## src/sv/biquad_bandpass_power_tracker_top_defines.svh

```systemverilog
// assertion macros for the band-pass power tracker
// no dependencies; included by the top level
`ifndef BIQUAD_BANDPASS_POWER_TRACKER_TOP_DEFINES_SVH
`define BIQUAD_BANDPASS_POWER_TRACKER_TOP_DEFINES_SVH

// same-cycle implication
`define BBPT_ASSERT_SAME(label, clk, rst, ante, cons, msg) \
   label: assert property (@(posedge clk) disable iff (rst) (ante) |-> (cons)) \
      else $error(msg);

// next-cycle implication
`define BBPT_ASSERT_NEXT(label, clk, rst, ante, cons, msg) \
   label: assert property (@(posedge clk) disable iff (rst) (ante) |=> (cons)) \
      else $error(msg);

`endif

```

## src/sv/bbpt_pkg.sv

```systemverilog
// constants, control word type and microcode table of the band-pass power tracker
// no dependencies; imported by the top level, the checker and the testbench
package bbpt_pkg;

   localparam int SAMPLE_BITS    = 16;
   localparam int COEF_FRAC_BITS = 30;

   localparam int COEF_W = 32;
   localparam int GAIN_W = 31;
   localparam int ENV_W  = 31;
   localparam int OUT_W  = 32;
   localparam int DATA_W = 32;

   localparam int MUL_W  = 33;
   localparam int PROD_W = 2 * MUL_W;
   localparam int ACC_W  = PROD_W;

   localparam int CLAMP_EXP = 62;

   localparam int Q31_LSH = 33 - 2 * SAMPLE_BITS;
   localparam int LSH_AMT = (Q31_LSH >= 0) ? Q31_LSH : 0;
   localparam int RSH_AMT = (Q31_LSH < 0) ? -Q31_LSH : 1;

   localparam int CHANNELS = 2;
   localparam logic CH_LEFT  = 1'b0;
   localparam logic CH_RIGHT = 1'b1;

   localparam int CSR_IDX_W = 3;
   localparam logic [CSR_IDX_W-1:0] CSR_FEED_GAIN    = 3'd0;
   localparam logic [CSR_IDX_W-1:0] CSR_FEEDBACK_ONE = 3'd1;
   localparam logic [CSR_IDX_W-1:0] CSR_FEEDBACK_TWO = 3'd2;
   localparam logic [CSR_IDX_W-1:0] CSR_FAST_RATE    = 3'd3;
   localparam logic [CSR_IDX_W-1:0] CSR_DISPLAY_RATE = 3'd4;
   localparam logic [CSR_IDX_W-1:0] CSR_STEREO_MODE  = 3'd5;

   localparam int STEP_W = 4;
   localparam logic [STEP_W-1:0] STEP_FIRST = 4'd0;
   localparam logic [STEP_W-1:0] STEP_LAST  = 4'd10;

   localparam logic [2:0] MUL_NONE = 3'd0;
   localparam logic [2:0] MUL_P0   = 3'd1;
   localparam logic [2:0] MUL_P2   = 3'd2;
   localparam logic [2:0] MUL_P1   = 3'd3;
   localparam logic [2:0] MUL_SQ   = 3'd4;
   localparam logic [2:0] MUL_FAST = 3'd5;
   localparam logic [2:0] MUL_DISP = 3'd6;

   localparam logic [1:0] ACC_HOLD = 2'd0;
   localparam logic [1:0] ACC_LOAD = 2'd1;
   localparam logic [1:0] ACC_SUB  = 2'd2;

   typedef struct packed {
      logic [2:0] mul_sel;
      logic [1:0] acc_op;
      logic       wr_y;
      logic       wr_pw;
      logic       wr_penv;
      logic       wr_denv;
      logic       branch;
   } ucode_type;

   // per-channel program
   function automatic ucode_type ucode_rom(input logic [STEP_W-1:0] step);
      ucode_type w;
      w = '0;
      case (step)
         4'd0: begin
            w.mul_sel = MUL_P0;
         end
         4'd1: begin
            w.mul_sel = MUL_P2;
            w.acc_op  = ACC_LOAD;
         end
         4'd2: begin
            w.mul_sel = MUL_P1;
            w.acc_op  = ACC_SUB;
         end
         4'd3: begin
            w.acc_op = ACC_SUB;
         end
         4'd4: begin
            w.wr_y = 1'b1;
         end
         4'd5: begin
            w.mul_sel = MUL_SQ;
         end
         4'd6: begin
            w.wr_pw = 1'b1;
         end
         4'd7: begin
            w.mul_sel = MUL_FAST;
         end
         4'd8: begin
            w.mul_sel = MUL_DISP;
            w.wr_penv = 1'b1;
         end
         4'd9: begin
            w.wr_denv = 1'b1;
         end
         4'd10: begin
            w.branch = 1'b1;
         end
         default: begin
            w = '0;
         end
      endcase
      return w;
   endfunction

endpackage

```

## src/sv/biquad_bandpass_power_tracker_top.sv

```systemverilog
// each request runs an 11-step microcode program per channel (left only in mono
// mode) on one shared 33x33 multiplier; a new request is taken while the last
// result waits
// reset: synchronous, clears sequencer, filter history and envelopes,
// registers return to defaults (stereo on)
// top level: microcoded biquad band-pass with fast and display power envelopes
// depends on bbpt_pkg and biquad_bandpass_power_tracker_top_defines.svh
`include "biquad_bandpass_power_tracker_top_defines.svh"

module biquad_bandpass_power_tracker_top
   import bbpt_pkg::*;
(
   input  logic                          clock,
   input  logic                          reset,
   input  logic                          csr_valid,
   output logic                          csr_ready,
   input  logic [CSR_IDX_W-1:0]          csr_index,
   input  logic [DATA_W-1:0]             csr_data,
   input  logic                          req_valid,
   output logic                          req_ready,
   input  logic signed [SAMPLE_BITS-1:0] req_left_sample,
   input  logic signed [SAMPLE_BITS-1:0] req_right_sample,
   output logic                          rsp_valid,
   input  logic                          rsp_ready,
   output logic [ENV_W-1:0]              rsp_left_power,
   output logic [ENV_W-1:0]              rsp_right_power,
   output logic [ENV_W-1:0]              rsp_left_display_power,
   output logic [ENV_W-1:0]              rsp_right_display_power
);

   localparam logic signed [ACC_W-1:0] ACC_HI =
      {{(ACC_W-CLAMP_EXP-1){1'b0}}, 1'b1, {CLAMP_EXP{1'b0}}};
   localparam logic signed [ACC_W-1:0] ACC_LO = -ACC_HI;
   localparam logic signed [ACC_W-1:0] HALF =
      {{(ACC_W-COEF_FRAC_BITS){1'b0}}, 1'b1, {(COEF_FRAC_BITS-1){1'b0}}};
   localparam logic signed [ACC_W-1:0] Y_MAX =
      {{(ACC_W-OUT_W+1){1'b0}}, {(OUT_W-1){1'b1}}};
   localparam logic signed [ACC_W-1:0] Y_MIN = -Y_MAX - 1;
   localparam logic signed [ACC_W-1:0] ENV_MAX_S =
      {{(ACC_W-ENV_W){1'b0}}, {ENV_W{1'b1}}};
   localparam logic [PROD_W-1:0] ENV_MAX_U = {{(PROD_W-ENV_W){1'b0}}, {ENV_W{1'b1}}};
   localparam logic [PROD_W-1:0] SQ_RND = {{(PROD_W-1){1'b0}}, 1'b1} << (RSH_AMT - 1);

   // registers
   logic [GAIN_W-1:0]        feed_gain_ff;
   logic signed [COEF_W-1:0] feedback_one_ff;
   logic [GAIN_W-1:0]        feedback_two_ff;
   logic [GAIN_W-1:0]        fast_rate_ff;
   logic [GAIN_W-1:0]        display_rate_ff;
   logic                     stereo_mode_ff;

   // sequencer
   logic              busy_ff;
   logic [STEP_W-1:0] step_ff;
   logic              ch_ff;
   logic              rsp_valid_ff;
   ucode_type         uc;
   logic              slot_free;
   logic              emit;
   logic              to_right;

   // channel state
   logic signed [SAMPLE_BITS-1:0] x_ff   [CHANNELS];
   logic signed [SAMPLE_BITS-1:0] xp1_ff [CHANNELS];
   logic signed [SAMPLE_BITS-1:0] xp2_ff [CHANNELS];
   logic signed [OUT_W-1:0]       yp1_ff [CHANNELS];
   logic signed [OUT_W-1:0]       yp2_ff [CHANNELS];
   logic [ENV_W-1:0]              penv_ff[CHANNELS];
   logic [ENV_W-1:0]              denv_ff[CHANNELS];

   // datapath
   logic signed [SAMPLE_BITS:0]   diff_x;
   logic signed [ENV_W:0]         diff_p;
   logic signed [ENV_W:0]         diff_d;
   logic signed [MUL_W-1:0]       mul_a;
   logic signed [MUL_W-1:0]       mul_b;
   logic signed [PROD_W-1:0]      prod_in;
   logic signed [PROD_W-1:0]      prod_ff;
   logic signed [ACC_W-1:0]       acc_in;
   logic signed [ACC_W-1:0]       acc_ff;
   logic signed [ACC_W-1:0]       acc_clamped;
   logic signed [ACC_W-1:0]       acc_round;
   logic signed [OUT_W-1:0]       y_in;
   logic [PROD_W-1:0]             sq_u;
   logic [PROD_W-1:0]             sq_shl;
   logic [PROD_W-1:0]             sq_rnd;
   logic [ENV_W-1:0]              pw_in;
   logic [ENV_W-1:0]              pw_ff;
   logic [ENV_W-1:0]              env_sel;
   logic signed [ACC_W-1:0]       env_d;
   logic signed [ACC_W-1:0]       env_sum;
   logic [ENV_W-1:0]              env_in;
   logic [ENV_W-1:0]              rsp_left_power_ff;
   logic [ENV_W-1:0]              rsp_right_power_ff;
   logic [ENV_W-1:0]              rsp_left_display_ff;
   logic [ENV_W-1:0]              rsp_right_display_ff;

   assign csr_ready = 1'b1;
   assign req_ready = !busy_ff;
   assign rsp_valid = rsp_valid_ff;
   assign rsp_left_power          = rsp_left_power_ff;
   assign rsp_right_power         = rsp_right_power_ff;
   assign rsp_left_display_power  = rsp_left_display_ff;
   assign rsp_right_display_power = rsp_right_display_ff;

   assign uc        = ucode_rom(step_ff);
   assign slot_free = !rsp_valid_ff || rsp_ready;
   assign to_right  = busy_ff && uc.branch && (ch_ff == CH_LEFT) && stereo_mode_ff;
   assign emit      = busy_ff && uc.branch && !to_right && slot_free;

   // configuration registers
   always_ff @(posedge clock) begin
      if (reset) begin
         feed_gain_ff    <= '0;
         feedback_one_ff <= '0;
         feedback_two_ff <= '0;
         fast_rate_ff    <= '0;
         display_rate_ff <= '0;
         stereo_mode_ff  <= 1'b1;
      end else if (csr_valid) begin
         case (csr_index)
            CSR_FEED_GAIN:    feed_gain_ff    <= csr_data[GAIN_W-1:0];
            CSR_FEEDBACK_ONE: feedback_one_ff <= csr_data[COEF_W-1:0];
            CSR_FEEDBACK_TWO: feedback_two_ff <= csr_data[GAIN_W-1:0];
            CSR_FAST_RATE:    fast_rate_ff    <= csr_data[GAIN_W-1:0];
            CSR_DISPLAY_RATE: display_rate_ff <= csr_data[GAIN_W-1:0];
            CSR_STEREO_MODE:  stereo_mode_ff  <= csr_data[0];
            default: begin
            end
         endcase
      end
   end

   // operand select for the shared multiplier
   assign diff_x = {x_ff[ch_ff][SAMPLE_BITS-1], x_ff[ch_ff]}
                 - {xp2_ff[ch_ff][SAMPLE_BITS-1], xp2_ff[ch_ff]};
   assign diff_p = $signed({1'b0, pw_ff}) - $signed({1'b0, penv_ff[ch_ff]});
   assign diff_d = $signed({1'b0, pw_ff}) - $signed({1'b0, denv_ff[ch_ff]});

   always_comb begin
      mul_a = '0;
      mul_b = '0;
      case (uc.mul_sel)
         MUL_P0: begin
            mul_a = {{(MUL_W-GAIN_W){1'b0}}, feed_gain_ff};
            mul_b = {{(MUL_W-SAMPLE_BITS-1){diff_x[SAMPLE_BITS]}}, diff_x};
         end
         MUL_P2: begin
            mul_a = {{(MUL_W-GAIN_W){1'b0}}, feedback_two_ff};
            mul_b = {{(MUL_W-OUT_W){yp2_ff[ch_ff][OUT_W-1]}}, yp2_ff[ch_ff]};
         end
         MUL_P1: begin
            mul_a = {{(MUL_W-COEF_W){feedback_one_ff[COEF_W-1]}}, feedback_one_ff};
            mul_b = {{(MUL_W-OUT_W){yp1_ff[ch_ff][OUT_W-1]}}, yp1_ff[ch_ff]};
         end
         MUL_SQ: begin
            mul_a = {{(MUL_W-OUT_W){yp1_ff[ch_ff][OUT_W-1]}}, yp1_ff[ch_ff]};
            mul_b = {{(MUL_W-OUT_W){yp1_ff[ch_ff][OUT_W-1]}}, yp1_ff[ch_ff]};
         end
         MUL_FAST: begin
            mul_a = {{(MUL_W-GAIN_W){1'b0}}, fast_rate_ff};
            mul_b = {{(MUL_W-ENV_W-1){diff_p[ENV_W]}}, diff_p};
         end
         MUL_DISP: begin
            mul_a = {{(MUL_W-GAIN_W){1'b0}}, display_rate_ff};
            mul_b = {{(MUL_W-ENV_W-1){diff_d[ENV_W]}}, diff_d};
         end
         default: begin
            mul_a = '0;
            mul_b = '0;
         end
      endcase
   end

   assign prod_in = mul_a * mul_b;

   always_comb begin
      case (uc.acc_op)
         ACC_LOAD: acc_in = prod_ff;
         ACC_SUB:  acc_in = acc_ff - prod_ff;
         default:  acc_in = acc_ff;
      endcase
   end

   // filter output: clamp, round half up, saturate
   always_comb begin
      if (acc_ff > ACC_HI) begin
         acc_clamped = ACC_HI;
      end else if (acc_ff < ACC_LO) begin
         acc_clamped = ACC_LO;
      end else begin
         acc_clamped = acc_ff;
      end
      acc_round = (acc_clamped + HALF) >>> COEF_FRAC_BITS;
      if (acc_round > Y_MAX) begin
         y_in = Y_MAX[OUT_W-1:0];
      end else if (acc_round < Y_MIN) begin
         y_in = Y_MIN[OUT_W-1:0];
      end else begin
         y_in = acc_round[OUT_W-1:0];
      end
   end

   // square to q0.31
   always_comb begin
      sq_u   = prod_ff;
      sq_shl = sq_u << LSH_AMT;
      sq_rnd = (sq_u + SQ_RND) >> RSH_AMT;
      if (Q31_LSH >= 0) begin
         if (sq_u > (ENV_MAX_U >> LSH_AMT)) begin
            pw_in = ENV_MAX_U[ENV_W-1:0];
         end else begin
            pw_in = sq_shl[ENV_W-1:0];
         end
      end else begin
         if (sq_rnd > ENV_MAX_U) begin
            pw_in = ENV_MAX_U[ENV_W-1:0];
         end else begin
            pw_in = sq_rnd[ENV_W-1:0];
         end
      end
   end

   // shared envelope update
   always_comb begin
      env_sel = uc.wr_penv ? penv_ff[ch_ff] : denv_ff[ch_ff];
      env_d   = (prod_ff + HALF) >>> COEF_FRAC_BITS;
      env_sum = $signed({{(ACC_W-ENV_W){1'b0}}, env_sel}) + env_d;
      if (env_sum < 0) begin
         env_in = '0;
      end else if (env_sum > ENV_MAX_S) begin
         env_in = ENV_MAX_S[ENV_W-1:0];
      end else begin
         env_in = env_sum[ENV_W-1:0];
      end
   end

   // datapath registers
   always_ff @(posedge clock) begin
      prod_ff <= prod_in;
      acc_ff  <= acc_in;
      if (busy_ff && uc.wr_pw) begin
         pw_ff <= pw_in;
      end
      if (req_valid && req_ready) begin
         x_ff[CH_LEFT]  <= req_left_sample;
         x_ff[CH_RIGHT] <= req_right_sample;
      end
      if (emit) begin
         rsp_left_power_ff   <= penv_ff[CH_LEFT];
         rsp_left_display_ff <= denv_ff[CH_LEFT];
         if (ch_ff == CH_LEFT) begin
            rsp_right_power_ff   <= penv_ff[CH_LEFT];
            rsp_right_display_ff <= denv_ff[CH_LEFT];
         end else begin
            rsp_right_power_ff   <= penv_ff[CH_RIGHT];
            rsp_right_display_ff <= denv_ff[CH_RIGHT];
         end
      end
   end

   // sequencer and channel state
   always_ff @(posedge clock) begin
      if (reset) begin
         busy_ff      <= 1'b0;
         step_ff      <= STEP_FIRST;
         ch_ff        <= CH_LEFT;
         rsp_valid_ff <= 1'b0;
         for (int i = 0; i < CHANNELS; i++) begin
            xp1_ff[i]  <= '0;
            xp2_ff[i]  <= '0;
            yp1_ff[i]  <= '0;
            yp2_ff[i]  <= '0;
            penv_ff[i] <= '0;
            denv_ff[i] <= '0;
         end
      end else begin
         if (rsp_valid_ff && rsp_ready && !emit) begin
            rsp_valid_ff <= 1'b0;
         end
         if (!busy_ff) begin
            if (req_valid) begin
               busy_ff <= 1'b1;
               step_ff <= STEP_FIRST;
               ch_ff   <= CH_LEFT;
            end
         end else if (uc.branch) begin
            if (to_right) begin
               ch_ff   <= CH_RIGHT;
               step_ff <= STEP_FIRST;
            end else if (emit) begin
               busy_ff      <= 1'b0;
               step_ff      <= STEP_FIRST;
               ch_ff        <= CH_LEFT;
               rsp_valid_ff <= 1'b1;
               if (ch_ff == CH_LEFT) begin
                  penv_ff[CH_RIGHT] <= penv_ff[CH_LEFT];
                  denv_ff[CH_RIGHT] <= denv_ff[CH_LEFT];
               end
            end
         end else begin
            step_ff <= step_ff + 1'b1;
         end
         if (busy_ff && uc.wr_y) begin
            xp2_ff[ch_ff] <= xp1_ff[ch_ff];
            xp1_ff[ch_ff] <= x_ff[ch_ff];
            yp2_ff[ch_ff] <= yp1_ff[ch_ff];
            yp1_ff[ch_ff] <= y_in;
         end
         if (busy_ff && uc.wr_penv) begin
            penv_ff[ch_ff] <= env_in;
         end
         if (busy_ff && uc.wr_denv) begin
            denv_ff[ch_ff] <= env_in;
         end
      end
   end

   `BBPT_ASSERT_SAME(a_idle_at_start, clock, reset, !busy_ff, step_ff == STEP_FIRST && ch_ff == CH_LEFT, "idle sequencer not parked at first step")
   `BBPT_ASSERT_SAME(a_step_in_program, clock, reset, busy_ff, step_ff <= STEP_LAST, "step counter past end of program")
   `BBPT_ASSERT_NEXT(a_request_starts_run, clock, reset, req_valid && req_ready, busy_ff, "accepted request did not start the sequencer")
   `BBPT_ASSERT_SAME(a_response_ends_run, clock, reset, $rose(rsp_valid_ff), $past(busy_ff) && !busy_ff, "response raised outside end of run")

endmodule

```

## config.mk

```make
export PLATFORM = sky130hd
export DESIGN_NAME = biquad_bandpass_power_tracker_top
export DESIGN_NICKNAME = d
export VERILOG_FILES = /design/src/sv/bbpt_pkg.sv /design/src/sv/biquad_bandpass_power_tracker_top.sv
export VERILOG_INCLUDE_DIRS = /design/src /design/src/sv
export SDC_FILE = /design/constraint.sdc
export NUM_CORES = 2
export LEC_CHECK = 0
export BUFFER_PORTS_ARGS = -buffer_cell sky130_fd_sc_hd__buf_2
export CAP_MARGIN = 30
export CORE_MARGIN = 1.5
export CORE_UTILIZATION = 41
export CTS_CLUSTER_DIAMETER = 150
export DETAILED_ROUTE_END_ITERATION = 7
export HOLD_SLACK_MARGIN = 0.12
export PLACE_DENSITY = 0.68
export REMOVE_ABC_BUFFERS = 1
export SETUP_SLACK_MARGIN = 0.02
export SLEW_MARGIN = 5
export SYNTH_ARGS = -nofsm -noshare
export SYNTH_HDL_FRONTEND = slang
export SYNTH_SLANG_ARGS = --single-unit
```

## constraint.sdc

```tcl
create_clock -name clock -period 11.3 [get_ports clock]
set_clock_uncertainty 0.05 [all_clocks]
set_input_delay 0.565 -clock clock [delete_from_list [all_inputs] [get_ports clock]]
set_output_delay 0.565 -clock clock [all_outputs]
set_load 0.005 [all_outputs]
```

==> metrics.txt <==
CTS clk-pin slew, worst paths=~0.060 ns; Crit-path slowest cell=fa_1; Internal Power=around 0.0066 W; drt pass-1 iters=7; Core Util, Final=46.77%; Core Area=192,000 sq um; CP peak stage delay=0.58 ns; CTS Root Cell=clkbuf_16; Final Max Tran Viols=0; antenna violations before repair=8; Non-Filler Instances=11,210; power per cell area=around 120 nW/um^2; Area growth syn-to-layout=13.55%; Worst Tran Pin Value=~1.0 ns; Wirelength per Cell=22.52 um; Post-Syn Instances=8,246; Synth area leaders=fa_1 (29%), edfxtp_1 (22%), nand2_1 (6.6%), inv_1 (6.4%), dfxtp_1 (5.8%); Hold Crit Class=input pin to flop; worst skew pair latency=around 0.74 ns; I/O Buffers=197; normalized max-slew margin=31.17%; die width=~440 um; worst r2r src=step_ff[2]; CTS buffer count=85; die span in y=about 440 um; Die Area=195,500 sq um; Post-synth EDFFs=569; clock power share=26.8%; post-DP HPWL=approximately 200 mm; Final Critical Period=10.98 ns; IO Count=just under 200; H-tree depth=3; max cap viols=0; cell accounting for the most synthesized area=fa_1; final worst-path cycle share=between 90% and 100%; final setup fails=0; Min-Delay Endpoint=stereo_mode_ff; Setup Crit Path Kind=flop to flop; initial core utilization=41.19%; setup TNS=0 ns; largest net degree at the start of global routing=93; WP data arrival=roughly 12 ns; Async S/R FF share, synth=0%; power share of the combinational group=39.3%; Most Frequent Cell on Critical Path=fa_1; first-pass GRT wire length=383.4 mm; layout net count=10,180; synth unique cells=89; row count=161; sequential fraction of design power=33.9%; NetSw=approximately 0.0042 W; Ys Warns=0; routability congestion estimate from global placement=a little under 1; unrepaired setup endpoints after global routing=yes; number of global-route vias before repair=63,660; final wirelength=252.5 mm; worst path required time=roughly 12 ns; Layout fillers=between 15,000 and 20,000; Syn Area/Cell=9.589 sq um; Fin. Hold Viols=0; grt total ovfl=0; sw frac=38.83%; VDD IR max=~0.00012 V; worst r2r dst=prod_ff[64]; Avg Vias per Cell=5.561; Cell Area, Synth=between 70,000 and 80,000 sq um; Reg2Reg Setup Slack=about 0.32 ns; CP endpoint kind=flop; R2R cell count=between 40 and 50; f_max=91.08 MHz; layout cells sized above 1=12.32%; Synth Register Bits=800; min-delay src=csr_index[0]; top cell type's share of synthesized area=28.51%; worst-path maximum fanout=8; Hold Path Depth=2; Synth Flop Type=edfxtp_1; CTS tree=built; status=finished clean; post-route ant nets=0; Detailed Route Iter0 Violations=~6,200; post-synthesis sequential area ratio=27.46%; Design Power=0.01072 W; CTS sink count=800; gr usage total=between 20 and 30%; CP Launch Type=flop; Vias=62,360; Placed Cells=10,950; Leak=just under 40 nW; Clock Path Buffers=3; residual DRC count=0
==> cell usage after synthesis (8+ instances only) <==
cell      instances
a211oi_1         28
a21o_1          104
a21oi_1         351
a221oi_1          9
a222oi_1         31
a31oi_1          32
a41oi_1           8
and2_1           71
and3_1           27
and4_1           39
buf_1            35
buf_2            17
clkbuf_1        362
dfxtp_1         231
edfxtp_1        569
fa_1           1126
ha_1            365
inv_1          1340
mux2_2           65
mux2i_1         131
mux4_2           62
nand2_1        1381
nand2b_1         78
nand3_1          83
nand4_1          75
nor2_1          653
nor2_2           27
nor2b_1          36
nor3_1           48
nor4_1           35
o211ai_1         16
o21a_1           24
o21ai_0         261
o21ai_1          24
o21bai_1         35
o22ai_1          30
o31ai_1          16
or2_2            20
or3_1            22
xnor2_1         163
xor2_1           75
==> flip-flops by register name, indices dropped and copies added, names as in the netlist, 32 cells and up, named ones only <==
name             flops
acc_ff              66
denv_ff             62
feedback_one_ff     32
penv_ff             62
prod_ff             66
x_ff                32
xp1_ff              32
xp2_ff              32
yp1_ff              64
yp2_ff              64
==> through the flow <==
stage	instance area, sq um	hold WS [ns]	setup slack, ns
floorplan	77450	0.3797	-7.965
global route	89780	0.2660	-0.1244
global placement	85500	0.3910	-0.08505
CTS	89080	0.1767	0.02172
detailed placement	85530	0.3959	-0.2029
finish	89780	0.2489	0.3204
==> worst max-delay path by stage <==
stage                           from     endpoint  slack [ns]  cells after the start
after floorplan                 flop  prod_ff[64]       -7.97                     37
after global placement    step_ff[1]  prod_ff[64]       -0.09                     43
after detailed placement  step_ff[1]  prod_ff[64]       -0.20                     43
after CTS                 step_ff[1]  prod_ff[64]        0.02                     43
after global routing      step_ff[2]  prod_ff[65]       -0.12                     47
final                     step_ff[2]  prod_ff[64]        0.32                     43
==> per-layer routing <==
| metal | wire, um | track usage (%) | vias to the layer above |
|---|---|---|---|
| li1 | - | - | 27270 |
| met1 | 98750 | 33.46 | 31770 |
| met2 | 119500 | 41.70 | 2776 |
| met3 | 20980 | 3.773 | 546 |
| met4 | 13230 | 11.74 | 4 |
| met5 | 25 | 0 | - |
==> layout by cell type, fill, tap and decap left out, types with 32 or more instances in the layout <==
master	n
a21o_1	104
a21oi_1	342
a31oi_1	32
and2_1	70
and4_1	39
buf_12	51
buf_2	197
buf_4	367
clkbuf_16	93
dfxtp_1	229
dlygate4sd3_1	65
edfxtp_1	569
fa_1	1124
ha_1	362
inv_1	1337
mux2_2	65
mux2i_1	125
mux4_2	62
nand2_1	1380
nand2b_1	76
nand3_1	82
nand4_1	75
nor2_1	647
nor2_2	32
nor2b_1	34
nor3_1	38
nor4_1	33
o21ai_0	255
o21bai_1	35
xnor2_1	161
xor2_1	73
==> power by group through the flow <==
| stage | registers, W | logic [W] | clock network, W |
|---|---|---|---|
| 2_1_floorplan | 0.00352 | 0.00261 | 0 |
| 3_3_place_gp | 0.00368 | 0.00403 | 0 |
| 3_5_place_dp | 0.00368 | 0.00406 | 0 |
| 4_1_cts | 0.00362 | 0.00412 | 0.00291 |
| 5_1_grt | 0.00364 | 0.00459 | 0.00301 |
| 6_report | 0.00363 | 0.00421 | 0.00287 |
==> cells by family (layout without fill, tap and decap cells) <==
| logic type | Yosys count | after routing | share of synthesized area, % |
|---|---|---|---|
| other cells | 1 | 5 | 0.004743 |
| flops | 800 | 800 | 27.46 |
| xor+xnor | 238 | 238 | 2.636 |
| fa+ha+maj | 1491 | 1491 | 34.28 |
| mux | 258 | 258 | 4.350 |
| simple gates | 2616 | 2616 | 14.30 |
| buf+inv | 1758 | 2195 | 8.406 |
| compound gates | 1084 | 1084 | 8.561 |
==> worst max-delay path: cells and delay by family, from the launching register on <==
kind,cells,cell delay [ns]
fa+ha+maj,11,4.90
compound gates,13,2.74
simple gates,7,1.19
buf+inv,9,1.05
flops,1,0.32
mux,1,0.32
xor+xnor,2,0.28
==> repair_timing <==
item	4_1_cts	5_1_grt
resized for setup	8	68
pin swaps	2	26
hold endpoints to repair	186	0
cloned	0	6
setup buffers	0	21
hold buffers	65	0
setup endpoints to repair	14	31
==> area by class of cell <==
type                    instances  area, sq um  share of cell area, %
well taps                    2526         3161                  3.520
clock buffers                 110         2365                  2.634
inverters                    1340         5032                  5.605
clock inverters                47        489.2                 0.5449
multi-input cells            5688        51280                  57.12
flip-flops and latches        800        21720                  24.19
diodes                          4        10.01                0.01115
repair buffers                698         5728                  6.380
Power figures use the tool's default switching activity.
